$ cat config.mk
export PLATFORM = sky130hd
export DESIGN_NAME = button_press_classifier_led_blinker_unit_flat
export DESIGN_NICKNAME = d
export VERILOG_FILES = /design/src/rtl/bpc_pkg.sv /design/src/rtl/bpc_if.sv /design/src/rtl/bpc_core.sv /design/src/rtl/button_press_classifier_led_blinker_unit.sv /design/src/flat_wrapper.sv
export VERILOG_INCLUDE_DIRS = /design/src /design/src/rtl
export SDC_FILE = /design/constraint.sdc
export NUM_CORES = 1
export LEC_CHECK = 0
export BUFFER_PORTS_ARGS = -buffer_cell sky130_fd_sc_hd__buf_2
export CORE_MARGIN = 2
export CORE_UTILIZATION = 40
export DETAILED_ROUTE_END_ITERATION = 10
export GPL_TIMING_DRIVEN = 0
export PLACE_DENSITY = 0.59
export SLEW_MARGIN = 0
export SYNTH_ARGS = -nofsm -noshare
export SYNTH_HDL_FRONTEND = slang
export SYNTH_SLANG_ARGS = --single-unit
$ cat constraint.sdc
create_clock -name clk -period 4.7 [get_ports clk]
set_input_delay 0.47 -clock clk [delete_from_list [all_inputs] [get_ports clk]]
set_output_delay 0.47 -clock clk [all_outputs]
set_load 0.01 [all_outputs]
$ cat src/rtl/button_press_classifier_led_blinker_unit_defines.svh
// Assertion macros used by the RTL file that checks its own logic.
`ifndef BUTTON_PRESS_CLASSIFIER_LED_BLINKER_UNIT_DEFINES_SVH
`define BUTTON_PRESS_CLASSIFIER_LED_BLINKER_UNIT_DEFINES_SVH

// Same-cycle implication, disabled while reset is asserted.
`define BPC_ASSERT_IMPL(lbl, ante, cons, msg) \
  lbl: assert property (@(posedge clk) disable iff (!rst_n) (ante) |-> (cons)) \
    else $error(msg);

// Next-cycle implication, disabled while reset is asserted.
`define BPC_ASSERT_NEXT(lbl, ante, cons, msg) \
  lbl: assert property (@(posedge clk) disable iff (!rst_n) (ante) |=> (cons)) \
    else $error(msg);

`endif

$ cat src/rtl/bpc_pkg.sv
`timescale 1ns / 1ps
`default_nettype none

package bpc_pkg;

  // Item codes carried in the action field.
  typedef enum logic [2:0] {
    ACT_TICK        = 3'd0,
    ACT_LED_SET     = 3'd1,
    ACT_LED_CLEAR   = 3'd2,
    ACT_LED_TOGGLE  = 3'd3,
    ACT_BLINK_START = 3'd4,
    ACT_BLINK_STOP  = 3'd5
  } action_t;

  // Press classes reported on the result channel.
  localparam logic [1:0] CLS_RELEASED = 2'd0;
  localparam logic [1:0] CLS_SHORT    = 2'd1;
  localparam logic [1:0] CLS_LONG     = 2'd2;

  // Configuration register indexes.
  localparam logic CFG_SAMPLE_PERIOD = 1'b0;
  localparam logic CFG_LONG_PRESS    = 1'b1;

  localparam int CFG_DATA_W = 16;

  // Register reset values and the press timer limit.
  localparam logic [9:0]  SAMPLE_PERIOD_RST = 10'd25;
  localparam logic [15:0] LONG_PRESS_RST    = 16'd2000;
  localparam logic [15:0] PRESS_TICKS_MAX   = 16'hFFFF;

  // One input transaction as held in the input register.
  typedef struct packed {
    action_t     action;
    logic        button_level;
    logic [31:0] blink_ms;
  } in_item_t;

  // One result transaction.
  typedef struct packed {
    logic       led_level;
    logic [1:0] press_class;
  } out_item_t;

  // Step request from the pipeline control to the state logic.
  typedef struct packed {
    logic     step;
    in_item_t item;
  } step_req_t;

endpackage

`default_nettype wire

$ cat src/rtl/bpc_if.sv
`timescale 1ns / 1ps
`default_nettype none

// Input channel: one tick or LED command per transaction.
interface bpc_in_if;
  logic        valid;
  logic        ready;
  logic [2:0]  action;
  logic        button_level;
  logic [31:0] blink_ms;

  modport source (output valid, output action, output button_level, output blink_ms,
                  input ready);
  modport sink (input valid, input action, input button_level, input blink_ms,
                output ready);
endinterface

// Result channel: LED level and press class after each item.
interface bpc_out_if;
  logic       valid;
  logic       ready;
  logic       led_level;
  logic [1:0] press_class;

  modport source (output valid, output led_level, output press_class, input ready);
  modport sink (input valid, input led_level, input press_class, output ready);
endinterface

`default_nettype wire

$ cat src/rtl/bpc_core.sv
`timescale 1ns / 1ps
`default_nettype none

module bpc_core
  import bpc_pkg::*;
(
  input  wire logic                  clk,
  input  wire logic                  rst_n,
  input  wire logic                  cfg_we,
  input  wire logic                  cfg_index,
  input  wire logic [CFG_DATA_W-1:0] cfg_data,
  input  wire step_req_t             req,
  output out_item_t                  result
);

  // Configuration registers.
  logic [9:0]  sample_period_r;
  logic [15:0] long_press_r;

  // Block state.
  logic [9:0]  sample_phase_r, sample_phase_nxt;
  logic        prev_level_r, prev_level_nxt;
  logic [1:0]  class_r, class_nxt;
  logic [15:0] press_ticks_r, press_ticks_nxt;
  logic        led_r, led_nxt;
  logic        blink_on_r, blink_on_nxt;
  logic [30:0] half_period_r, half_period_nxt;
  logic [30:0] blink_phase_r, blink_phase_nxt;

  logic [9:0]  s_period;
  logic [10:0] s_next;
  logic        s_wrap;
  logic [15:0] press_inc;
  logic [30:0] b_period;
  logic [31:0] b_next;
  logic        b_wrap;

  // Divider arithmetic; a zero period behaves as a period of one.
  always_comb begin
    s_period  = (sample_period_r == 10'd0) ? 10'd1 : sample_period_r;
    s_next    = {1'b0, sample_phase_r} + 11'd1;
    s_wrap    = (s_next >= {1'b0, s_period});
    b_period  = (half_period_r == 31'd0) ? 31'd1 : half_period_r;
    b_next    = {1'b0, blink_phase_r} + 32'd1;
    b_wrap    = (b_next >= {1'b0, b_period});
    press_inc = (press_ticks_r < PRESS_TICKS_MAX) ? press_ticks_r + 16'd1 : press_ticks_r;
  end

  // Next state for the item held in the input register.
  always_comb begin
    sample_phase_nxt = sample_phase_r;
    prev_level_nxt   = prev_level_r;
    class_nxt        = class_r;
    press_ticks_nxt  = press_ticks_r;
    led_nxt          = led_r;
    blink_on_nxt     = blink_on_r;
    half_period_nxt  = half_period_r;
    blink_phase_nxt  = blink_phase_r;
    case (req.item.action)
      ACT_TICK: begin
        press_ticks_nxt  = press_inc;
        sample_phase_nxt = s_wrap ? 10'd0 : s_next[9:0];
        // The button is sampled when the sample divider wraps.
        if (s_wrap) begin
          prev_level_nxt = req.item.button_level;
          if (req.item.button_level == prev_level_r) begin
            if (req.item.button_level) begin
              class_nxt       = CLS_RELEASED;
              press_ticks_nxt = 16'd0;
            end else begin
              class_nxt = (press_inc >= long_press_r) ? CLS_LONG : CLS_SHORT;
            end
          end
        end
        blink_phase_nxt = b_wrap ? 31'd0 : b_next[30:0];
        if (b_wrap && blink_on_r) begin
          led_nxt = ~led_r;
        end
      end
      ACT_LED_SET: begin
        blink_on_nxt = 1'b0;
        led_nxt      = 1'b1;
      end
      ACT_LED_CLEAR: begin
        blink_on_nxt = 1'b0;
        led_nxt      = 1'b0;
      end
      ACT_LED_TOGGLE: begin
        blink_on_nxt = 1'b0;
        led_nxt      = ~led_r;
      end
      ACT_BLINK_START: begin
        blink_phase_nxt = 31'd0;
        half_period_nxt = (req.item.blink_ms[31:1] == 31'd0) ? 31'd1
                                                             : req.item.blink_ms[31:1];
        blink_on_nxt    = 1'b1;
      end
      ACT_BLINK_STOP: begin
        blink_on_nxt = 1'b0;
      end
      default: begin
      end
    endcase
  end

  // State registers advance once per processed item.
  always_ff @(posedge clk) begin
    if (!rst_n) begin
      sample_phase_r <= 10'd0;
      prev_level_r   <= 1'b0;
      class_r        <= CLS_RELEASED;
      press_ticks_r  <= 16'd0;
      led_r          <= 1'b0;
      blink_on_r     <= 1'b0;
      half_period_r  <= 31'd1;
      blink_phase_r  <= 31'd0;
    end else if (req.step) begin
      sample_phase_r <= sample_phase_nxt;
      prev_level_r   <= prev_level_nxt;
      class_r        <= class_nxt;
      press_ticks_r  <= press_ticks_nxt;
      led_r          <= led_nxt;
      blink_on_r     <= blink_on_nxt;
      half_period_r  <= half_period_nxt;
      blink_phase_r  <= blink_phase_nxt;
    end
  end

  // Configuration writes.
  always_ff @(posedge clk) begin
    if (!rst_n) begin
      sample_period_r <= SAMPLE_PERIOD_RST;
      long_press_r    <= LONG_PRESS_RST;
    end else if (cfg_we) begin
      case (cfg_index)
        CFG_SAMPLE_PERIOD: sample_period_r <= cfg_data[9:0];
        CFG_LONG_PRESS:    long_press_r    <= cfg_data[15:0];
        default: begin
        end
      endcase
    end
  end

  assign result.led_level   = led_nxt;
  assign result.press_class = class_nxt;

endmodule

`default_nettype wire

$ cat src/rtl/button_press_classifier_led_blinker_unit.sv
// Throughput: one item per cycle while the result channel does not stall; the input
// register feeds the state update logic, which loads the result register, and both
// registers advance together. Reset: synchronous, active low; clears the valid flags
// of both channel registers, restores the configuration registers to their defaults
// and the block state to its reset values.
`timescale 1ns / 1ps
`default_nettype none
`include "button_press_classifier_led_blinker_unit_defines.svh"

module button_press_classifier_led_blinker_unit
  import bpc_pkg::*;
(
  input  wire logic                  clk,
  input  wire logic                  rst_n,
  bpc_in_if.sink                     in_ch,
  bpc_out_if.source                  out_ch,
  input  wire logic                  cfg_we,
  input  wire logic                  cfg_index,
  input  wire logic [CFG_DATA_W-1:0] cfg_data
);

  in_item_t  in_r;
  logic      in_valid_r;
  out_item_t out_r;
  logic      out_valid_r;
  logic      adv;
  step_req_t req;
  out_item_t result;

  // The held item moves on when the result register is free or being drained.
  assign adv          = in_valid_r && (!out_valid_r || out_ch.ready);
  assign in_ch.ready  = !in_valid_r || adv;
  assign req.step     = adv;
  assign req.item     = in_r;

  // Input register.
  always_ff @(posedge clk) begin
    if (!rst_n) begin
      in_valid_r <= 1'b0;
    end else if (in_ch.ready) begin
      in_valid_r <= in_ch.valid;
    end
  end

  always_ff @(posedge clk) begin
    if (in_ch.valid && in_ch.ready) begin
      in_r.action       <= action_t'(in_ch.action);
      in_r.button_level <= in_ch.button_level;
      in_r.blink_ms     <= in_ch.blink_ms;
    end
  end

  bpc_core u_core (
    .clk       (clk),
    .rst_n     (rst_n),
    .cfg_we    (cfg_we),
    .cfg_index (cfg_index),
    .cfg_data  (cfg_data),
    .req       (req),
    .result    (result)
  );

  // Result register.
  always_ff @(posedge clk) begin
    if (!rst_n) begin
      out_valid_r <= 1'b0;
    end else if (adv) begin
      out_valid_r <= 1'b1;
    end else if (out_ch.ready) begin
      out_valid_r <= 1'b0;
    end
  end

  always_ff @(posedge clk) begin
    if (adv) begin
      out_r <= result;
    end
  end

  assign out_ch.valid       = out_valid_r;
  assign out_ch.led_level   = out_r.led_level;
  assign out_ch.press_class = out_r.press_class;

  // A processed item always produces a result transaction.
  `BPC_ASSERT_NEXT(a_adv_gives_result, adv, out_valid_r, "processed item lost its result")
  // A held item that cannot move on stays held.
  `BPC_ASSERT_NEXT(a_hold_item, in_valid_r && !adv, in_valid_r, "held input item dropped")
  // An LED set command always reports the LED on.
  `BPC_ASSERT_NEXT(a_led_set, adv && (in_r.action == ACT_LED_SET), out_r.led_level,
                   "LED set did not light the LED")
  // Only defined press classes leave the block.
  `BPC_ASSERT_IMPL(a_class_code, out_valid_r,
                   (out_r.press_class == CLS_RELEASED) || (out_r.press_class == CLS_SHORT) ||
                   (out_r.press_class == CLS_LONG), "undefined press class")

endmodule

`default_nettype wire

$ cat src/flat_wrapper.sv
// flat-port wrapper written by rule: the top's interface ports become plain ports
module button_press_classifier_led_blinker_unit_flat import bpc_pkg::*;
  (clk, rst_n, cfg_we, cfg_index, cfg_data, in_ch_valid, in_ch_action, in_ch_button_level, in_ch_blink_ms, in_ch_ready, out_ch_valid, out_ch_led_level, out_ch_press_class, out_ch_ready);
  bpc_in_if in_ch_i ();
  bpc_out_if out_ch_i ();
  input  wire logic clk;
  input  wire logic rst_n;
  input  wire logic cfg_we;
  input  wire logic cfg_index;
  input  wire logic [CFG_DATA_W-1:0] cfg_data;
  input wire logic [$bits(in_ch_i.valid)-1:0] in_ch_valid;
  input wire logic [$bits(in_ch_i.action)-1:0] in_ch_action;
  input wire logic [$bits(in_ch_i.button_level)-1:0] in_ch_button_level;
  input wire logic [$bits(in_ch_i.blink_ms)-1:0] in_ch_blink_ms;
  output wire logic [$bits(in_ch_i.ready)-1:0] in_ch_ready;
  output wire logic [$bits(out_ch_i.valid)-1:0] out_ch_valid;
  output wire logic [$bits(out_ch_i.led_level)-1:0] out_ch_led_level;
  output wire logic [$bits(out_ch_i.press_class)-1:0] out_ch_press_class;
  input wire logic [$bits(out_ch_i.ready)-1:0] out_ch_ready;
  assign in_ch_i.valid = in_ch_valid;
  assign in_ch_i.action = in_ch_action;
  assign in_ch_i.button_level = in_ch_button_level;
  assign in_ch_i.blink_ms = in_ch_blink_ms;
  assign in_ch_ready = in_ch_i.ready;
  assign out_ch_valid = out_ch_i.valid;
  assign out_ch_led_level = out_ch_i.led_level;
  assign out_ch_press_class = out_ch_i.press_class;
  assign out_ch_i.ready = out_ch_ready;
  button_press_classifier_led_blinker_unit u_core (.clk(clk), .rst_n(rst_n), .in_ch(in_ch_i), .out_ch(out_ch_i), .cfg_we(cfg_we), .cfg_index(cfg_index), .cfg_data(cfg_data));
endmodule
Yosys cells after proc, flatten, opt, wreduce, memory -nomap -nowiden
Cells that the tools add are included.
{"block": "classes", "n_lt_le_gt_ge": 4, "n_eq_ne": 6, "n_reduce_logical": 22, "add_sub_neg": 3, "muxes": 20, "n_bitwise": 2}
{"cell": "31-bit 2-to-1 mux", "n": 3}
{"cell": "16-bit 2-to-1 mux", "n": 4}
{"cell": "31-bit zero test", "n": 2}
{"cell": "31-bit case mux with 2 select lines", "n": 1}
{"cell": "31-bit by 1-bit adder with 32-bit output, second input constant", "n": 1}
{"cell": "32-bit by 31-bit greater-or-equal comparator with 1-bit output", "n": 1}
{"cell": "10-bit 2-to-1 mux", "n": 2}
{"cell": "16-bit by 1-bit adder with 16-bit output, second input constant", "n": 1}
{"cell": "16-bit greater-or-equal comparator", "n": 1}
{"cell": "16-bit less-than comparator, second input constant", "n": 1}
{"cell": "2-bit AND reduction", "n": 6}
{"cell": "10-bit by 1-bit adder with 11-bit output, second input constant", "n": 1}
{"cell": "11-bit by 10-bit greater-or-equal comparator with 1-bit output", "n": 1}
{"cell": "10-bit zero test", "n": 1}
{"cell": "2-bit 2-to-1 mux", "n": 5}
{"cell": "3-bit by 2-bit == test with 1-bit output, second input constant", "n": 2}
{"cell": "3-bit == test, second input constant", "n": 2}
{"cell": "2-bit nonzero test", "n": 3}
{"cell": "1-bit case mux with 4 select lines", "n": 1}
{"cell": "4-bit OR reduction", "n": 1}
{"cell": "3-bit by 1-bit == test with 1-bit output, second input constant", "n": 1}
{"cell": "1-bit logical AND", "n": 3}
{"cell": "3-bit zero test", "n": 1}
{"cell": "1-bit 2-to-1 mux", "n": 3}
{"cell": "6 further kinds", "n": 9}
{"block": "totals", "wordCells": 74, "inputBits": 58, "register_bits": 160}

Longest topological paths before layout
{"block": "logic_depth", "ltp_word": 8, "depth_mapped": 18, "ltp_nobuf": 15}

Hierarchy
Synthesis repeated with hierarchy kept, for this count alone.
{"block": "hier_totals", "hier_cells": 962, "area_unflattened_um2": 8404.3}
{"mod": "bpc_core", "cells_per_inst": 914, "instances": 1, "area_each_um2": 7129.3}
{"mod": "button_press_classifier_led_blinker_unit", "cells_per_inst": 48, "instances": 1, "area_each_um2": 1275.0}

Worst setup path after synthesis
No wires, ideal clock.
{"block": "synth_path", "path_kind": "flip-flop to flip-flop", "start": "register u_core.u_core.blink_phase_r[0]", "end": "register u_core.u_core.blink_phase_r[27]", "arrival_time_ps": 4076, "stages_incl_launch_ff": 18, "path_slack_ps": 503, "setup_time_ps": 122, "cell_sequence": "dfxtp_1 ha_1 nand3_2 or4_1 buf_6 nor2_8 nand2_4 or3_4 xnor2_1 ha_1 nand3_1 or2_0 nor3_1 or4b_1 and4_1 buf_6 buf_6 a221o_1"}
{"block": "synth_between", "elab_chain_cells": 4}
{"element": "start: declaration", "line": "bpc_core.sv:28", "source": "logic [30:0] blink_phase_r, blink_phase_nxt;"}
{"element": "start signal: assignment", "line": "bpc_core.sv:125", "source": "blink_phase_r <= blink_phase_nxt;"}
{"element": "31-bit by 1-bit adder with 32-bit output *", "line": "bpc_core.sv:44", "source": "b_next = {1'b0, blink_phase_r} + 32'd1;"}
{"element": "32-bit by 31-bit greater-or-equal comparator with 1-bit output", "line": "bpc_core.sv:45", "source": "b_wrap = (b_next >= {1'b0, b_period});"}
{"element": "31-bit 2-to-1 mux *", "line": "bpc_core.sv:75", "source": "blink_phase_nxt = b_wrap ? 31'd0 : b_next[30:0];"}
{"element": "31-bit case mux with 2 select lines *", "line": "bpc_core.sv:59", "source": "case (req.item.action)"}
Mark *: on every way between the ends. The rest lies on a longest branch, timed or not.
A chain may end at the register's enable or synchronous reset.

Final worst setup path
Same ends and word-level chain as after synthesis.

==> Implementation_results.wiki <==
{| class="wikitable"
! Metric !! Value
|-
| Initial antenna violation count || 0
|-
| Worst IR Drop VDD || 237 µV
|-
| Synthesized area per cell || a little under 9 µm²
|-
| Hold bufs inserted after CTS || 0
|-
| Die Height || about 150 µm
|-
| Hpwl dp || approximately 15,000 µm
|-
| Crit Reg-Reg Endpoint || u_core.u_core.blink_phase_r[27]
|-
| Later-pin clock latency in the skew report || approximately 0.42 ns
|-
| Finish-stage setup viols || 0
|-
| Final worst path period need || between 4 and 5 ns
|-
| Top cell by count, worst path || buf_6
|-
| Clock tree from TritonCTS || yes
|-
| Setup slack of the worst register-to-register path || 0.28 ns
|-
| Synth Net Count || between 1,000 and 1,500
|-
| First-pass GRT wire length || between 30,000 and 40,000 µm
|-
| Hold-critical path endpoint || u_core.in_r[27]
|-
| Arr. time, crit path || between 4 and 5 ns
|-
| Leakage || about 3.8 nW
|-
| Power density normalized to cell area || slightly above 300 mW/mm²
|-
| Proportion of synthesized flip-flops having asynchronous set or reset || 0
|-
| Post-synth EDFFs || 38
|-
| Clk pin slew, worst setup/hold paths || around 0.060 ns
|-
| Cell Area, Synth || approximately 0.0084 mm²
|-
| Root buffer cell || clkbuf_16
|-
| Worst hold path class || in2reg
|-
| Number of CTS-inserted buffers || 17
|-
| Remaining global-route overflow || 0
|-
| Standard cell core area || around 0.021 mm²
|-
| Number of max-slew violations in the final report || 0
|-
| Number of register bits inferred by synthesis || ~160
|-
| RSZ-0062 raised after global routing || no
|-
| Fin util || 0.464
|-
| Via density per instance || around 5.2
|-
| Max Clock Skew || approximately 0.0086 ns
|-
| Worst-Margin Slew || approximately 0.86 ns
|-
| Number of top-level design ports || 63
|-
| Hold Crit Depth || 1
|-
| Total detailed-routing wirelength || 20,200 µm
|-
| Final worst-path setup slack || approximately 0.28 ns
|-
| Synth area leaders || dfxtp_1 29%, edfxtp_1 14%, ha_1 8.9%
|-
| Data required time at the worst endpoint || around 5 ns
|-
| Dpl ws || -0.222 ns
|-
| Fill cell count || 2,041
|-
| Longest individual stage delay on the worst path || around 0.54 ns
|-
| Worst path buffer plus inverter count || 3
|-
| Highest attainable clock frequency || between 200 and 250 MHz
|-
| Type of the worst setup path || reg2reg
|-
| Worst Hold Margin || between 0.2 and 0.25 ns
|-
| Dominant synthesized flop cell || dfxtp_1
|-
| Routed Antenna Nets || 0
|-
| Crit-path slowest cell || or4b_4
|-
| Area growth from synthesis to layout || 14.9%
|-
| Slew Limit Headroom || 0.429
|-
| Reg2reg start || u_core.u_core.blink_phase_r[0]
|-
| Cell accounting for the most synthesized area || dfxtp_1
|-
| Hold violation total from the final report || 0
|-
| Biggest fanout along the worst timing path || 10
|-
| Count of placed standard cells in the final layout, fillers left out || 1,334
|-
| Horizontal die dimension || ~150 µm
|-
| Iteration-0 DRC count of the detailed router || just under 400
|-
| Leading cell type in the layout, fill and taps excluded || nand2_1
|-
| Layout Nets || between 1,000 and 1,500
|-
| Count of unique library cells instantiated by Yosys || 65
|-
| DR DRC count || 0
|-
| I/O Buffers || 61
|-
| TritonRoute pass-1 iters || 5
|-
| Number of warning messages in the yosys log || 0
|-
| Max Root-Sink Buffers || 2
|-
| Fraction of final layout cells with drive strength greater than 1 || 0.114
|-
| Final estimated routing congestion in global placement || 0.799
|-
| Wire length per cell after detailed routing || roughly 15 µm
|-
| CP startpoint kind || flip-flop
|-
| Placed cell count || ~1,300
|-
| Gate count of the mapped netlist || 966
|-
| Proportion of synthesized chip area in sequential cells || 0.424
|-
| Number of antenna diodes || 0
|-
| Worst Hold Launch || in_ch_blink_ms[27]
|-
| Num Clock Sinks || 159
|-
| Global routing usage summed across all routing layers || 0.187
|-
| Starting Density || 0.403
|-
| Fin crit share || 0.941
|-
| Largest net degree at the start of global routing || 36
|-
| Multi-input gate area in the final layout || 0.00439 mm²
|-
| R2R cell count || 17
|-
| Total vias in the final route || 6,992
|-
| Area used by sequential logic in the layout || 0.00357 mm²
|-
| Dominant delay contributor by cell family on the critical path || simple AND/OR/NAND/NOR gates
|-
| DIE AREA || 0.0222 mm²
|-
| Maximum Capacitance Violations || 0
|-
| Worst setup EP type || flip-flop
|-
| Row count || 53
|-
| Number of global-route vias before repair || approximately 6,400
|-
| Top cell type's share of synthesized area || 0.288
|-
| Commonest cells after routing, fill and taps aside || 160 x nand2_1, 119 x dfxtp_1, 92 x a21oi_1
|-
| CTS H-tree depth || 4
|-
| Result of the run || completed
|-
| Worst-path cell chain || ha_4, nand3_2, or4_1, buf_6, nor2_8, nand2_4, or3_4, xnor2_1, ha_1, nand3_1, or2_0, nor3_2, or4b_4, and4_1, buf_6, buf_6, a221o_1
|-
| Total negative slack || 0 ns
|}
[flip-flops by register name, indices dropped and copies added, names as in the netlist]
register and cells:
u_core.out_ch.press_class 2, u_core.u_core.blink_on_r 1, u_core.in_r 35, u_core.out_ch.led_level 1, u_core.u_core.blink_phase_r 31, u_core.u_core.sample_phase_r 10, u_core.u_core.half_period_r 31, u_core.u_core.sample_period_r 10
u_core.out_ch.valid 1, u_core.in_valid_r 1, u_core.u_core.long_press_r 16, u_core.u_core.led_r 1, u_core.u_core.prev_level_r 1, u_core.u_core.class_r 2, u_core.u_core.press_ticks_r 16
[synth_stat cells, types with 15 or more instances]
cell and count:
or3_1 18, xnor2_1 34, inv_1 78, nand4_1 17, nand2_1 160, dfxtp_1 121
and3_1 15, o21ai_0 33, nor2_1 34, edfxtp_1 38, nand3_1 47, ha_1 60
xor2_1 15, nor3_1 20, a21oi_1 92, clkbuf_1 27, nor4_1 15
[per-layer routing]
layer | up-vias | global-route usage | part of all wire
li1 | 3590 | - | -
met1 | 3249 | 0.272 | 0.52
met2 | 126 | 0.279 | 0.43
met3 | 27 | 0.0336 | 0.029
met4 | 0 | 0.0629 | 0.021
met5 | - | 0 | 0
[worst reg2reg max path, cell delays in order, from the launching register on]
cell     delay [ns]
dfxtp_2        0.41
ha_4           0.18
nand3_2        0.15
or4_1          0.45
buf_6          0.16
nor2_8         0.16
nand2_4        0.09
or3_4          0.39
xnor2_1        0.16
ha_1           0.29
nand3_1        0.07
or2_0          0.26
nor3_2         0.17
or4b_4         0.54
and4_1         0.23
buf_6          0.13
buf_6          0.14
a221o_1        0.34
[area by class of cell]
type,count,share of cell area
repair buffers,62,0.0324
flip-flops and latches,159,0.369
inverters,78,0.0303
plain buffers,39,0.0184
well taps,275,0.0356
multi-input cells,689,0.455
clock buffers,19,0.0448
clock inverters,13,0.0143
[repair_timing]
item / 4_1_cts / 5_1_grt
buffers inserted: 1 / 0
gates resized for setup: 1 / 6
hold endpoints to repair: 0 / 0
pin swaps: 1 / 1
setup endpoints to repair: 21 / 30
cloned: 0 / 0
[report_power, final]
group,internal (mW),switching (mW),leakage [nW],total [mW]
sequential,1.44,0.0233,1.35,1.46
clock,0.783,0.565,0.265,1.35
combinational,0.0613,0.104,2.17,0.165
total,2.28,0.692,3.78,2.97
[how the worst max path moves through the flow]
stage / from / slack [ns] / to / cells past startpoint
after floorplan: u_core.u_core.blink_phase_r[0] / 0.50 / u_core.u_core.blink_phase_r[27] / 17
after global placement: u_core.u_core.blink_phase_r[0] / -0.24 / u_core.u_core.blink_phase_r[11] / 17
after detailed placement: u_core.u_core.blink_phase_r[0] / -0.22 / u_core.u_core.blink_phase_r[11] / 17
after CTS: u_core.u_core.blink_phase_r[0] / 0.006 / u_core.u_core.blink_phase_r[27] / 17
after global routing: u_core.u_core.blink_phase_r[0] / 0.04 / u_core.u_core.blink_phase_r[18] / 17
final: u_core.u_core.blink_phase_r[0] / 0.28 / u_core.u_core.blink_phase_r[27] / 17
[cell families (layout without fill, tap and decap cells)]
kind of cell	after synthesis	after routing	share of synthesized area
multiplexers	3	3	0.00372
adder cells (fa/ha/maj)	60	60	0.0894
AO/OA/AOI/OAI	206	206	0.155
buffers and inverters	118	211	0.0565
AND/OR/NAND/NOR	371	371	0.220
flip-flops	159	159	0.424
XOR/XNOR	49	49	0.0511
[metrics by stage]
| stage | area [µm²] | power [mW] |
|---|---|---|
| finish | 9650 | 2.97 |
| global route | 9650 | 3.09 |
| CTS | 9630 | 3.00 |
| detailed placement | 9050 | 1.65 |
| global placement | 9050 | 1.65 |
| floorplan | 8400 | 1.58 |
No activity file was read; power rests on OpenSTA's default activity.
